File: config.mk
export PLATFORM = sky130hd
export DESIGN_NAME = follow_the_leader_arm_selector
export DESIGN_NICKNAME = d
export VERILOG_FILES = /design/src/ftl_pkg.sv /design/src/ftl_seq.sv /design/src/ftl_dp.sv /design/src/follow_the_leader_arm_selector.sv
export VERILOG_INCLUDE_DIRS = /design/src /design/src/src
export SDC_FILE = /design/constraint.sdc
export NUM_CORES = 2
export LEC_CHECK = 0
export BUFFER_PORTS_ARGS = -buffer_cell sky130_fd_sc_hd__buf_2
export CELL_PAD_IN_SITES_DETAIL_PLACEMENT = 0
export CELL_PAD_IN_SITES_GLOBAL_PLACEMENT = 1
export CORE_ASPECT_RATIO = 0.6
export CORE_MARGIN = 3
export CORE_UTILIZATION = 38
export CTS_CLUSTER_SIZE = 20
export DETAILED_ROUTE_END_ITERATION = 12
export PLACE_DENSITY = 0.62
export SLEW_MARGIN = 20
export SYNTH_ARGS = -nofsm -noshare
export SYNTH_HDL_FRONTEND = slang
export SYNTH_SLANG_ARGS = --single-unit
export TNS_END_PERCENT = 30
File: constraint.sdc
create_clock -name i_clk -period 11.7 [get_ports i_clk]
set_clock_uncertainty 0.15 [all_clocks]
set_input_delay 2.34 -clock i_clk [delete_from_list [all_inputs] [get_ports i_clk]]
set_output_delay 2.34 -clock i_clk [all_outputs]
set_load 0.005 [all_outputs]
File: src/follow_the_leader_arm_selector_macros.svh
// Assertion macros shared by the arm selector RTL.
`ifndef FOLLOW_THE_LEADER_ARM_SELECTOR_MACROS_SVH
`define FOLLOW_THE_LEADER_ARM_SELECTOR_MACROS_SVH
`ifndef SYNTHESIS
// Consequent checked in the same cycle as the antecedent.
`define FTL_ASSERT_SAME(label, clk, rst_n, ante, cons, msg) \
    label: assert property (@(posedge clk) disable iff (!rst_n) (ante) |-> (cons)) \
        else $error(msg);
// Consequent checked in the cycle after the antecedent.
`define FTL_ASSERT_NEXT(label, clk, rst_n, ante, cons, msg) \
    label: assert property (@(posedge clk) disable iff (!rst_n) (ante) |=> (cons)) \
        else $error(msg);
`else
`define FTL_ASSERT_SAME(label, clk, rst_n, ante, cons, msg)
`define FTL_ASSERT_NEXT(label, clk, rst_n, ante, cons, msg)
`endif
`endif

File: src/ftl_pkg.sv
`timescale 1ns / 1ps
`default_nettype none

package ftl_pkg;

    localparam int MAX_ARMS  = 16;
    localparam int ARM_W     = 4;
    localparam int DATA_W    = 16;
    localparam int CNT_W     = 16;
    localparam int RF_W      = 16;
    localparam int CFG_W     = 5;
    localparam int TIE_W     = $clog2(MAX_ARMS + 1);
    localparam int NUM_W     = 32;
    localparam int DIV_STEPS = 17;
    localparam int LOOP_W    = 5;
    localparam int UPC_W     = 4;

    localparam logic signed [DATA_W-1:0] AVG_ONE    = 16'sd16384;
    localparam logic [CNT_W-1:0]         CNT_ONE    = 16'd1;
    localparam logic [CNT_W-1:0]         CNT_MAX    = 16'hFFFF;
    localparam logic [CFG_W-1:0]         ARMS_RESET = 5'd16;
    localparam logic [CFG_W-1:0]         ARMS_MAX   = CFG_W'(MAX_ARMS);
    localparam logic [CFG_W-1:0]         ARMS_MIN   = 5'd1;
    localparam logic                     KIND_REWARD = 1'b0;
    localparam logic                     KIND_CHOOSE = 1'b1;
    localparam logic [LOOP_W-1:0]        DIV_LOOP   = LOOP_W'(DIV_STEPS - 1);

    // microprogram addresses
    localparam logic [UPC_W-1:0] S_IDLE      = 4'd0;
    localparam logic [UPC_W-1:0] S_LOAD      = 4'd1;
    localparam logic [UPC_W-1:0] S_MUL       = 4'd2;
    localparam logic [UPC_W-1:0] S_ADD       = 4'd3;
    localparam logic [UPC_W-1:0] S_DIV_INIT  = 4'd4;
    localparam logic [UPC_W-1:0] S_DIV       = 4'd5;
    localparam logic [UPC_W-1:0] S_WRITE     = 4'd6;
    localparam logic [UPC_W-1:0] S_SCAN_INIT = 4'd7;
    localparam logic [UPC_W-1:0] S_SCAN      = 4'd8;
    localparam logic [UPC_W-1:0] S_PICK      = 4'd9;
    localparam logic [UPC_W-1:0] S_FIND      = 4'd10;

    typedef enum logic [3:0] {
        OP_NOP,
        OP_LOAD,
        OP_MUL,
        OP_ADD,
        OP_DIV_INIT,
        OP_DIV_STEP,
        OP_WRITE,
        OP_SCAN_INIT,
        OP_SCAN,
        OP_PICK,
        OP_FIND
    } t_op;

    typedef enum logic [2:0] {
        C_NEXT,
        C_GOTO,
        C_DISPATCH,
        C_SKIP_OUT,
        C_LOOP,
        C_STAY_LAST,
        C_STAY_FOUND
    } t_cond;

    typedef struct packed {
        t_op              op;
        t_cond            cond;
        logic [UPC_W-1:0] target;
        logic             ld_loop;
    } t_ctrl;

    typedef struct packed {
        logic out_of_use;
        logic last;
        logic found;
    } t_stat;

    // control store
    function automatic t_ctrl ucode(input logic [UPC_W-1:0] addr);
        t_ctrl w;
        w = '{op: OP_NOP, cond: C_GOTO, target: S_IDLE, ld_loop: 1'b0};
        case (addr)
            S_IDLE:      w = '{op: OP_NOP,       cond: C_DISPATCH,   target: S_SCAN_INIT, ld_loop: 1'b0};
            S_LOAD:      w = '{op: OP_LOAD,      cond: C_SKIP_OUT,   target: S_IDLE,      ld_loop: 1'b0};
            S_MUL:       w = '{op: OP_MUL,       cond: C_NEXT,       target: S_IDLE,      ld_loop: 1'b0};
            S_ADD:       w = '{op: OP_ADD,       cond: C_NEXT,       target: S_IDLE,      ld_loop: 1'b0};
            S_DIV_INIT:  w = '{op: OP_DIV_INIT,  cond: C_NEXT,       target: S_IDLE,      ld_loop: 1'b1};
            S_DIV:       w = '{op: OP_DIV_STEP,  cond: C_LOOP,       target: S_DIV,       ld_loop: 1'b0};
            S_WRITE:     w = '{op: OP_WRITE,     cond: C_GOTO,       target: S_IDLE,      ld_loop: 1'b0};
            S_SCAN_INIT: w = '{op: OP_SCAN_INIT, cond: C_NEXT,       target: S_IDLE,      ld_loop: 1'b0};
            S_SCAN:      w = '{op: OP_SCAN,      cond: C_STAY_LAST,  target: S_IDLE,      ld_loop: 1'b0};
            S_PICK:      w = '{op: OP_PICK,      cond: C_NEXT,       target: S_IDLE,      ld_loop: 1'b0};
            S_FIND:      w = '{op: OP_FIND,      cond: C_STAY_FOUND, target: S_IDLE,      ld_loop: 1'b0};
            default:     w = '{op: OP_NOP,       cond: C_GOTO,       target: S_IDLE,      ld_loop: 1'b0};
        endcase
        return w;
    endfunction

endpackage

`default_nettype wire

File: src/ftl_seq.sv
`timescale 1ns / 1ps
`default_nettype none
`include "follow_the_leader_arm_selector_macros.svh"

module ftl_seq (
    input  wire logic          i_clk,
    input  wire logic          i_rst_n,
    input  wire logic          i_start,
    input  wire logic          i_kind,
    input  wire ftl_pkg::t_stat i_stat,
    output ftl_pkg::t_ctrl     o_ctrl,
    output logic               o_busy
);
    import ftl_pkg::*;

    logic [UPC_W-1:0]  r_upc;
    logic [UPC_W-1:0]  n_upc;
    logic [LOOP_W-1:0] r_loop;
    logic [LOOP_W-1:0] n_loop;
    t_ctrl             w;

    assign w      = ucode(r_upc);
    assign o_ctrl = w;
    assign o_busy = (r_upc != S_IDLE);

    always_ff @(posedge i_clk) begin
        if (!i_rst_n) begin
            r_upc  <= S_IDLE;
            r_loop <= '0;
        end else begin
            r_upc  <= n_upc;
            r_loop <= n_loop;
        end
    end

    always_comb begin
        n_upc  = r_upc + 1'b1;
        n_loop = r_loop;
        if (w.ld_loop) begin
            n_loop = DIV_LOOP;
        end
        case (w.cond)
            C_NEXT: begin
                n_upc = r_upc + 1'b1;
            end
            C_GOTO: begin
                n_upc = w.target;
            end
            C_DISPATCH: begin
                if (!i_start) begin
                    n_upc = r_upc;
                end else if (i_kind == KIND_CHOOSE) begin
                    n_upc = w.target;
                end
            end
            C_SKIP_OUT: begin
                if (i_stat.out_of_use) begin
                    n_upc = w.target;
                end
            end
            C_LOOP: begin
                if (r_loop != '0) begin
                    n_upc  = w.target;
                    n_loop = r_loop - 1'b1;
                end
            end
            C_STAY_LAST: begin
                if (!i_stat.last) begin
                    n_upc = r_upc;
                end
            end
            C_STAY_FOUND: begin
                if (i_stat.found) begin
                    n_upc = w.target;
                end else begin
                    n_upc = r_upc;
                end
            end
            default: begin
                n_upc = S_IDLE;
            end
        endcase
    end

    // loop count only lives inside the divide loop
    `FTL_ASSERT_SAME(a_loop_in_div, i_clk, i_rst_n, r_loop != '0, r_upc == S_DIV, "loop count outside divide")

endmodule

`default_nettype wire

File: src/ftl_dp.sv
`timescale 1ns / 1ps
`default_nettype none
`include "follow_the_leader_arm_selector_macros.svh"

module ftl_dp (
    input  wire logic                         i_clk,
    input  wire logic                         i_rst_n,
    input  wire logic                         i_accept,
    input  wire logic [ftl_pkg::ARM_W-1:0]    i_arm,
    input  wire logic signed [ftl_pkg::DATA_W-1:0] i_reward,
    input  wire logic [ftl_pkg::RF_W-1:0]     i_random_fraction,
    input  wire logic                         i_cfg_we,
    input  wire logic [ftl_pkg::CFG_W-1:0]    i_cfg_data,
    input  wire ftl_pkg::t_ctrl               i_ctrl,
    output ftl_pkg::t_stat                    o_stat,
    output logic                              o_valid,
    output logic [ftl_pkg::ARM_W-1:0]         o_chosen_arm,
    output logic signed [ftl_pkg::DATA_W-1:0] o_leader_average
);
    import ftl_pkg::*;

    // per-arm state
    logic signed [DATA_W-1:0] r_avg [MAX_ARMS];
    logic [CNT_W-1:0]         r_cnt [MAX_ARMS];
    logic [CFG_W-1:0]         r_arms_in_use;

    // latched item
    logic [ARM_W-1:0]         r_arm;
    logic signed [DATA_W-1:0] r_reward;
    logic [RF_W-1:0]          r_rf;

    // update path
    logic [CNT_W-1:0]         r_c;
    logic signed [DATA_W-1:0] r_a;
    logic signed [NUM_W-1:0]  r_prod;
    logic                     r_neg;
    logic [CNT_W-1:0]         r_rem;
    logic [NUM_W-1:0]         r_sh;

    // selection path
    logic [ARM_W-1:0]         r_idx;
    logic signed [DATA_W-1:0] r_best;
    logic [TIE_W-1:0]         r_ties;
    logic [MAX_ARMS-1:0]      r_mask;
    logic [ARM_W-1:0]         r_pick;
    logic [ARM_W-1:0]         r_seen;

    logic                     r_o_valid;
    logic [ARM_W-1:0]         r_o_arm;
    logic signed [DATA_W-1:0] r_o_avg;

    logic [CFG_W-1:0]             n_act;
    logic [ARM_W-1:0]             rd_addr;
    logic signed [DATA_W-1:0]     rd_avg;
    logic [CNT_W-1:0]             rd_cnt;
    logic signed [CNT_W:0]        cm1;
    logic signed [NUM_W:0]        mul_full;
    logic [NUM_W-1:0]             mag;
    logic [CNT_W:0]               trial;
    logic                         ge;
    logic [DIV_STEPS:0]           qv;
    logic [MAX_ARMS-1:0]          idx_hot;
    logic [RF_W+TIE_W-1:0]        pick_prod;

    always_comb begin
        n_act = r_arms_in_use;
        if (r_arms_in_use == '0) begin
            n_act = ARMS_MIN;
        end else if (r_arms_in_use > ARMS_MAX) begin
            n_act = ARMS_MAX;
        end
    end

    assign rd_addr   = (i_ctrl.op == OP_SCAN) ? r_idx : r_arm;
    assign rd_avg    = r_avg[rd_addr];
    assign rd_cnt    = r_cnt[r_arm];
    assign cm1       = $signed({1'b0, r_c - CNT_ONE});
    assign mul_full  = cm1 * r_a;
    assign mag       = r_prod[NUM_W-1] ? NUM_W'(-r_prod) : NUM_W'(r_prod);
    assign trial     = {r_rem, r_sh[NUM_W-1]};
    assign ge        = (trial >= {1'b0, r_c});
    assign qv        = {1'b0, r_sh[DIV_STEPS-1:0]};
    assign idx_hot   = MAX_ARMS'(1) << r_idx;
    assign pick_prod = (RF_W+TIE_W)'(r_rf) * (RF_W+TIE_W)'(r_ties);

    assign o_stat = '{out_of_use: (CFG_W'(r_arm) >= n_act),
                      last:       (CFG_W'(r_idx) == (n_act - CFG_W'(1))),
                      found:      r_mask[r_idx] && (r_seen == r_pick)};

    always_ff @(posedge i_clk) begin
        if (!i_rst_n) begin
            for (int i = 0; i < MAX_ARMS; i++) begin
                r_avg[i] <= AVG_ONE;
                r_cnt[i] <= CNT_ONE;
            end
            r_arms_in_use <= ARMS_RESET;
            r_o_valid     <= 1'b0;
        end else begin
            r_o_valid <= 1'b0;
            if (i_cfg_we) begin
                r_arms_in_use <= i_cfg_data;
            end
            case (i_ctrl.op)
                OP_WRITE: begin
                    r_avg[r_arm] <= DATA_W'(r_neg ? -qv : qv);
                    r_cnt[r_arm] <= r_c;
                end
                OP_FIND: begin
                    if (o_stat.found) begin
                        r_o_valid <= 1'b1;
                    end
                end
                default: begin
                end
            endcase
        end
    end

    // payload and working registers, no reset needed
    always_ff @(posedge i_clk) begin
        if (i_accept) begin
            r_arm    <= i_arm;
            r_reward <= i_reward;
            r_rf     <= i_random_fraction;
        end
        case (i_ctrl.op)
            OP_LOAD: begin
                r_c <= (rd_cnt == CNT_MAX) ? rd_cnt : rd_cnt + 1'b1;
                r_a <= rd_avg;
            end
            OP_MUL: begin
                r_prod <= NUM_W'(mul_full);
            end
            OP_ADD: begin
                r_prod <= r_prod + NUM_W'(r_reward);
            end
            OP_DIV_INIT: begin
                r_neg <= r_prod[NUM_W-1];
                r_rem <= CNT_W'(mag[NUM_W-1:DIV_STEPS]);
                r_sh  <= mag << (NUM_W - DIV_STEPS);
            end
            OP_DIV_STEP: begin
                r_rem <= ge ? CNT_W'(trial - {1'b0, r_c}) : CNT_W'(trial);
                r_sh  <= {r_sh[NUM_W-2:0], ge};
            end
            OP_SCAN_INIT: begin
                r_idx  <= '0;
                r_ties <= '0;
                r_mask <= '0;
            end
            OP_SCAN: begin
                if ((r_ties == '0) || (rd_avg > r_best)) begin
                    r_best <= rd_avg;
                    r_ties <= TIE_W'(1);
                    r_mask <= idx_hot;
                end else if (rd_avg == r_best) begin
                    r_ties <= r_ties + 1'b1;
                    r_mask <= r_mask | idx_hot;
                end
                r_idx <= r_idx + 1'b1;
            end
            OP_PICK: begin
                r_pick <= pick_prod[RF_W +: ARM_W];
                r_idx  <= '0;
                r_seen <= '0;
            end
            OP_FIND: begin
                if (o_stat.found) begin
                    r_o_arm <= r_idx;
                    r_o_avg <= r_best;
                end else begin
                    if (r_mask[r_idx]) begin
                        r_seen <= r_seen + 1'b1;
                    end
                    r_idx <= r_idx + 1'b1;
                end
            end
            default: begin
            end
        endcase
    end

    assign o_valid          = r_o_valid;
    assign o_chosen_arm     = r_o_arm;
    assign o_leader_average = r_o_avg;

    // the reported arm is always one of the tied leaders
    `FTL_ASSERT_SAME(a_chosen_tied, i_clk, i_rst_n, r_o_valid, r_mask[r_o_arm], "chosen arm not a leader")

endmodule

`default_nettype wire

File: src/follow_the_leader_arm_selector.sv
// Follow-the-leader arm selector (greedy bandit), microcoded.
// Command channel: drive kind/arm/reward/random_fraction with start; the beat
// is taken at a clock edge where start is high and busy is low.
//  - Reward beat (kind 0): raises the arm's pull count (saturating) and folds
//    the reward into its running average. No result. Busy while it steps through
//    load, multiply, add, divide setup, 17 restoring divide steps, write-back.
//    A reward for an arm outside the arms in use is dropped at the load step.
//  - Choose beat (kind 1): one scan over the n arms in use finds the leader
//    average and the tie set, then a second walk picks the tied arm selected
//    by random_fraction. The result beat (o_valid for one cycle with
//    o_chosen_arm and o_leader_average) is registered when that walk reaches
//    the chosen arm; busy drops in the cycle that the beat is shown.
// Rate is set by the single shared datapath stepped by the microprogram: one
// arm or one quotient bit per cycle.
// Configuration: i_cfg_valid/o_cfg_ready write arms_in_use (ready is always
// high); write it only while busy is low and no result is pending.
// The receiver cannot stall: each result beat is shown for one cycle only.
// Reset (i_rst_n low, synchronous): all averages 1.0, counts 1, 16 arms.
`timescale 1ns / 1ps
`default_nettype none
`include "follow_the_leader_arm_selector_macros.svh"

module follow_the_leader_arm_selector (
    input  wire logic                              i_clk,
    input  wire logic                              i_rst_n,
    // command channel
    input  wire logic                              start,
    output logic                                   busy,
    input  wire logic                              i_kind,
    input  wire logic [ftl_pkg::ARM_W-1:0]         i_arm,
    input  wire logic signed [ftl_pkg::DATA_W-1:0] i_reward,
    input  wire logic [ftl_pkg::RF_W-1:0]          i_random_fraction,
    // result strobe
    output logic                                   o_valid,
    output logic [ftl_pkg::ARM_W-1:0]              o_chosen_arm,
    output logic signed [ftl_pkg::DATA_W-1:0]      o_leader_average,
    // configuration write
    input  wire logic                              i_cfg_valid,
    output logic                                   o_cfg_ready,
    input  wire logic [ftl_pkg::CFG_W-1:0]         i_cfg_data
);
    import ftl_pkg::*;

    t_ctrl ctrl;
    t_stat stat;
    logic  accept;
    logic  cfg_we;

    assign accept      = start && !busy;
    assign o_cfg_ready = 1'b1;
    assign cfg_we      = i_cfg_valid && o_cfg_ready;

    // sequencer: step counter, loop counter and control store
    ftl_seq u_seq (
        .i_clk   (i_clk),
        .i_rst_n (i_rst_n),
        .i_start (start),
        .i_kind  (i_kind),
        .i_stat  (stat),
        .o_ctrl  (ctrl),
        .o_busy  (busy)
    );

    // datapath: arm state, multiply/divide, scan and pick
    ftl_dp u_dp (
        .i_clk             (i_clk),
        .i_rst_n           (i_rst_n),
        .i_accept          (accept),
        .i_arm             (i_arm),
        .i_reward          (i_reward),
        .i_random_fraction (i_random_fraction),
        .i_cfg_we          (cfg_we),
        .i_cfg_data        (i_cfg_data),
        .i_ctrl            (ctrl),
        .o_stat            (stat),
        .o_valid           (o_valid),
        .o_chosen_arm      (o_chosen_arm),
        .o_leader_average  (o_leader_average)
    );

    // a result follows a busy cycle, never an idle one
    `FTL_ASSERT_SAME(a_result_after_busy, i_clk, i_rst_n, o_valid, $past(busy), "result without work")
    // a reward beat never produces a result on the next cycle
    `FTL_ASSERT_NEXT(a_reward_silent, i_clk, i_rst_n, accept && (i_kind == KIND_REWARD), !o_valid, "result after reward")

endmodule

`default_nettype wire
==> results.json <==
{
  "post_synth_instance_area_sq_um": 46300,
  "gr-usage-all-layers_pct": 22.2,
  "post_synth_fa_ha_maj_area_fraction_pct": 16.4,
  "mostFrequentLayoutCell": "sky130_fd_sc_hd__edfxtp_1",
  "vias_per_cell": 5.42,
  "avgRoutedWirePerCell_um": 24.8,
  "die_width_um": 457,
  "ys_dominant_reg_cell": "sky130_fd_sc_hd__edfxtp_1",
  "setup-tns-final_ps": 0,
  "finalCriticalPeriod_ps": 9310,
  "timing_max_transition_violations_final": 0,
  "mostFrequentLayoutCells": "sky130_fd_sc_hd__edfxtp_1, sky130_fd_sc_hd__nor2_1, sky130_fd_sc_hd__inv_1, sky130_fd_sc_hd__nand2_1, sky130_fd_sc_hd__fa_1",
  "fill_cells": 11100,
  "cpPeakStageDelay_ps": 640,
  "antenna_found_initial": 1,
  "max_freq_mhz": 107,
  "insertion_delay_ps": 680,
  "drc": 0,
  "post-route-util_pct": 42.7,
  "grt_pass1_vias": 29700,
  "final-seq-area_sq_um": 22500,
  "min_period_over_period_pct": 79.6,
  "die_height_um": 276,
  "gpl_wtd_cong": 0.884,
  "ctsResizeCount": 0,
  "report.final.setup_viol": 0,
  "initial_core_util_pct": 38.6,
  "hold_path_class": "reg -> reg",
  "setup.worst_path.end_class": "flop",
  "post_synth_inst_count": 3948,
  "fin_area_sq_um": 51300,
  "worst_max_slew_margin_expressed_relative_to_the_limit_pct": 18.0,
  "combinational_family_with_the_most_area_after_synthesis": "adder cells",
  "pin_count_of_the_biggest_net_entering_global_routing": 61,
  "drive_above_1_share_pct": 12.3,
  "design.die.area_sq_um": 126000,
  "io_buffers": 67,
  "synth.top_cell.area_share_pct": 47.3,
  "tritoncts.num_buffers": 78,
  "critPathArrivalTime_ps": 9530,
  "postSynthRegisterBits": 759,
  "clk_path_buf_depth": 3,
  "critPathKind": "reg -> reg",
  "ff2ff_setup_slack_ps": 2390,
  "cts.root.buffer_cell": "sky130_fd_sc_hd__clkbuf_16",
  "drt_wl_total_um": 140000,
  "maxCapViolations": 0,
  "drtIter0Drc": 3378,
  "cts_hold_buffers": 0,
  "crit_path_max_fanout": 21,
  "area_growth_syn_to_layout_pct": 10.8,
  "final_net_count": 4490,
  "final-hold-violation-count": 0,
  "drt.antenna.violating_nets": 0,
  "asyncSetResetFlopFracSynth_pct": 0,
  "synth_compound_gate_area_share_pct": 5.92,
  "fp.coreArea_sq_um": 120000,
  "multiInputGateArea_sq_um": 21900,
  "cts.repair_timing.setup_buffer_count": 0,
  "first_drt_pass_iteration_count": 7,
  "tritoncts": "built",
  "yosys.area_share.simple_pct": 13.7,
  "dpl.hpwl_um": 95000,
  "synth_xor_area_share_pct": 2.78,
  "netlist_top_cells_area": "sky130_fd_sc_hd__edfxtp_1, sky130_fd_sc_hd__fa_1, sky130_fd_sc_hd__mux4_2",
  "grt_pass1_wl_um": 208000,
  "critical_path_required_ps": 11920,
  "run_status": "finished, final reports clean",
  "synth.distinct_cells": 73,
  "postSynthAreaPerCell_sq_um": 11.7,
  "timing.critical_path.from_type": "flop",
  "tightest_slew_ps": 1220,
  "slowest_cell_on_crit_path": "sky130_fd_sc_hd__inv_1",
  "grt_setup_unrepaired": "no",
  "cts_sinks": 759,
  "synth_sequential_area_ratio_pct": 48.6,
  "fp-row-count": 98,
  "io_pins": 69,
  "vias": 30600,
  "dpl_cell_area_sq_um": 48700,
  "postSynthNetCount": 4461,
  "worst_setup_hold_path_clk_slew_ps": 60,
  "overflow": 0,
  "synth-edff-count": 730,
  "synth.area.mux_share_pct": 7.90,
  "htree_num_levels": 3,
  "synth_top_area_cell": "sky130_fd_sc_hd__edfxtp_1",
  "yosys_warnings": 0
}
-- layer usage --
layer / global-route usage (%) / vias up / wire length (um)
met5: 0 / - / 0
met4: 4.33 / 0 / 2400
met3: 6.70 / 138 / 14500
met2: 27.2 / 1176 / 51400
met1: 37.2 / 15500 / 71800
li1: - / 13700 / -
-- final timing paths --
path | start | endpoint | cells past startpoint
max | u_dp.r_c[0]$_DFFE_PN_ | u_dp.r_prod[30]$_DFFE_PP_ | 29
min | u_dp.r_best[8]$_DFFE_PP_ | u_dp.o_leader_average[8]$_DFFE_PP_ | 0
max reg2reg | u_dp.r_c[0]$_DFFE_PN_ | u_dp.r_prod[30]$_DFFE_PP_ | 29
min reg2reg | u_dp.r_best[8]$_DFFE_PP_ | u_dp.o_leader_average[8]$_DFFE_PP_ | 0
-- kinds of logic (layout without fill, tap and decap cells) --
logic type	count (synthesis)	in the layout
multiplexers	183	183
flip-flops	759	759
buffers and inverters	563	653
adder cells (fa/ha/maj)	467	467
other	1	2
AO/OA/AOI/OAI	424	424
XOR/XNOR	147	147
AND/OR/NAND/NOR	1404	1404
-- per-stage QoR --
stage / hold WS, ps / setup WS, ps / cells
floorplan: 274 / 3580 / 3948
global placement: 284 / 2680 / 5497
detailed placement: 289 / 2510 / 5497
CTS: 301 / 2450 / 5638
global route: 314 / 1880 / 5638
finish: 301 / 2390 / 5639
-- sequential cells by signal, summed over array words and instances (netlist names), 5 cells and up, named ones only --
signal                 count
u_dp.r_avg               256
u_dp.r_cnt               256
u_dp.r_prod               32
u_dp.r_sh                 32
u_dp.o_leader_average     16
u_dp.r_a                  16
u_dp.r_best               16
u_dp.r_c                  16
u_dp.r_mask               16
u_dp.r_rem                16
u_dp.r_reward             16
u_dp.r_rf                 16
u_seq.o_ctrl              10
u_dp.r_arms_in_use         5
u_dp.r_ties                5
u_seq.r_loop               5
-- cells in the mapped netlist, drive strengths merged, types with 24 or more instances --
library cell and count:
edfxtp 730, nor2 601, nand2 365, inv 344, fa 236, ha 231
and2 191, clkbuf 177, mux4 145, o21ai 106, a21oi 90, xnor2 79
xor2 68, nor2b 48, nand3 47, nor3 38, a21o 36, buf 31
nand2b 31, dfxtp 29, mux2i 29, a211oi 27, o21a 24
-- worst max-delay path: cells and delay by family (launching register included) --
family	cells	cell delay (ps)
AO/OA/AOI/OAI	9	2050
XOR/XNOR	1	160
adder cells (fa/ha/maj)	7	3370
buffers and inverters	7	1130
flip-flops	1	350
AND/OR/NAND/NOR	5	1790
-- cell type report --
cell class / count / area share [%]
flip-flops and latches: 759 / 43.9
multi-input cells: 2626 / 42.6
clock buffers: 99 / 4.10
well taps: 1600 / 3.90
inverters: 355 / 2.60
repair buffers: 157 / 2.00
clock inverters: 42 / 0.920
diodes: 1 / 0.00488
Power is not shown: default switching activity piles up to over one toggle a cycle in this logic, so the estimate is an artifact.
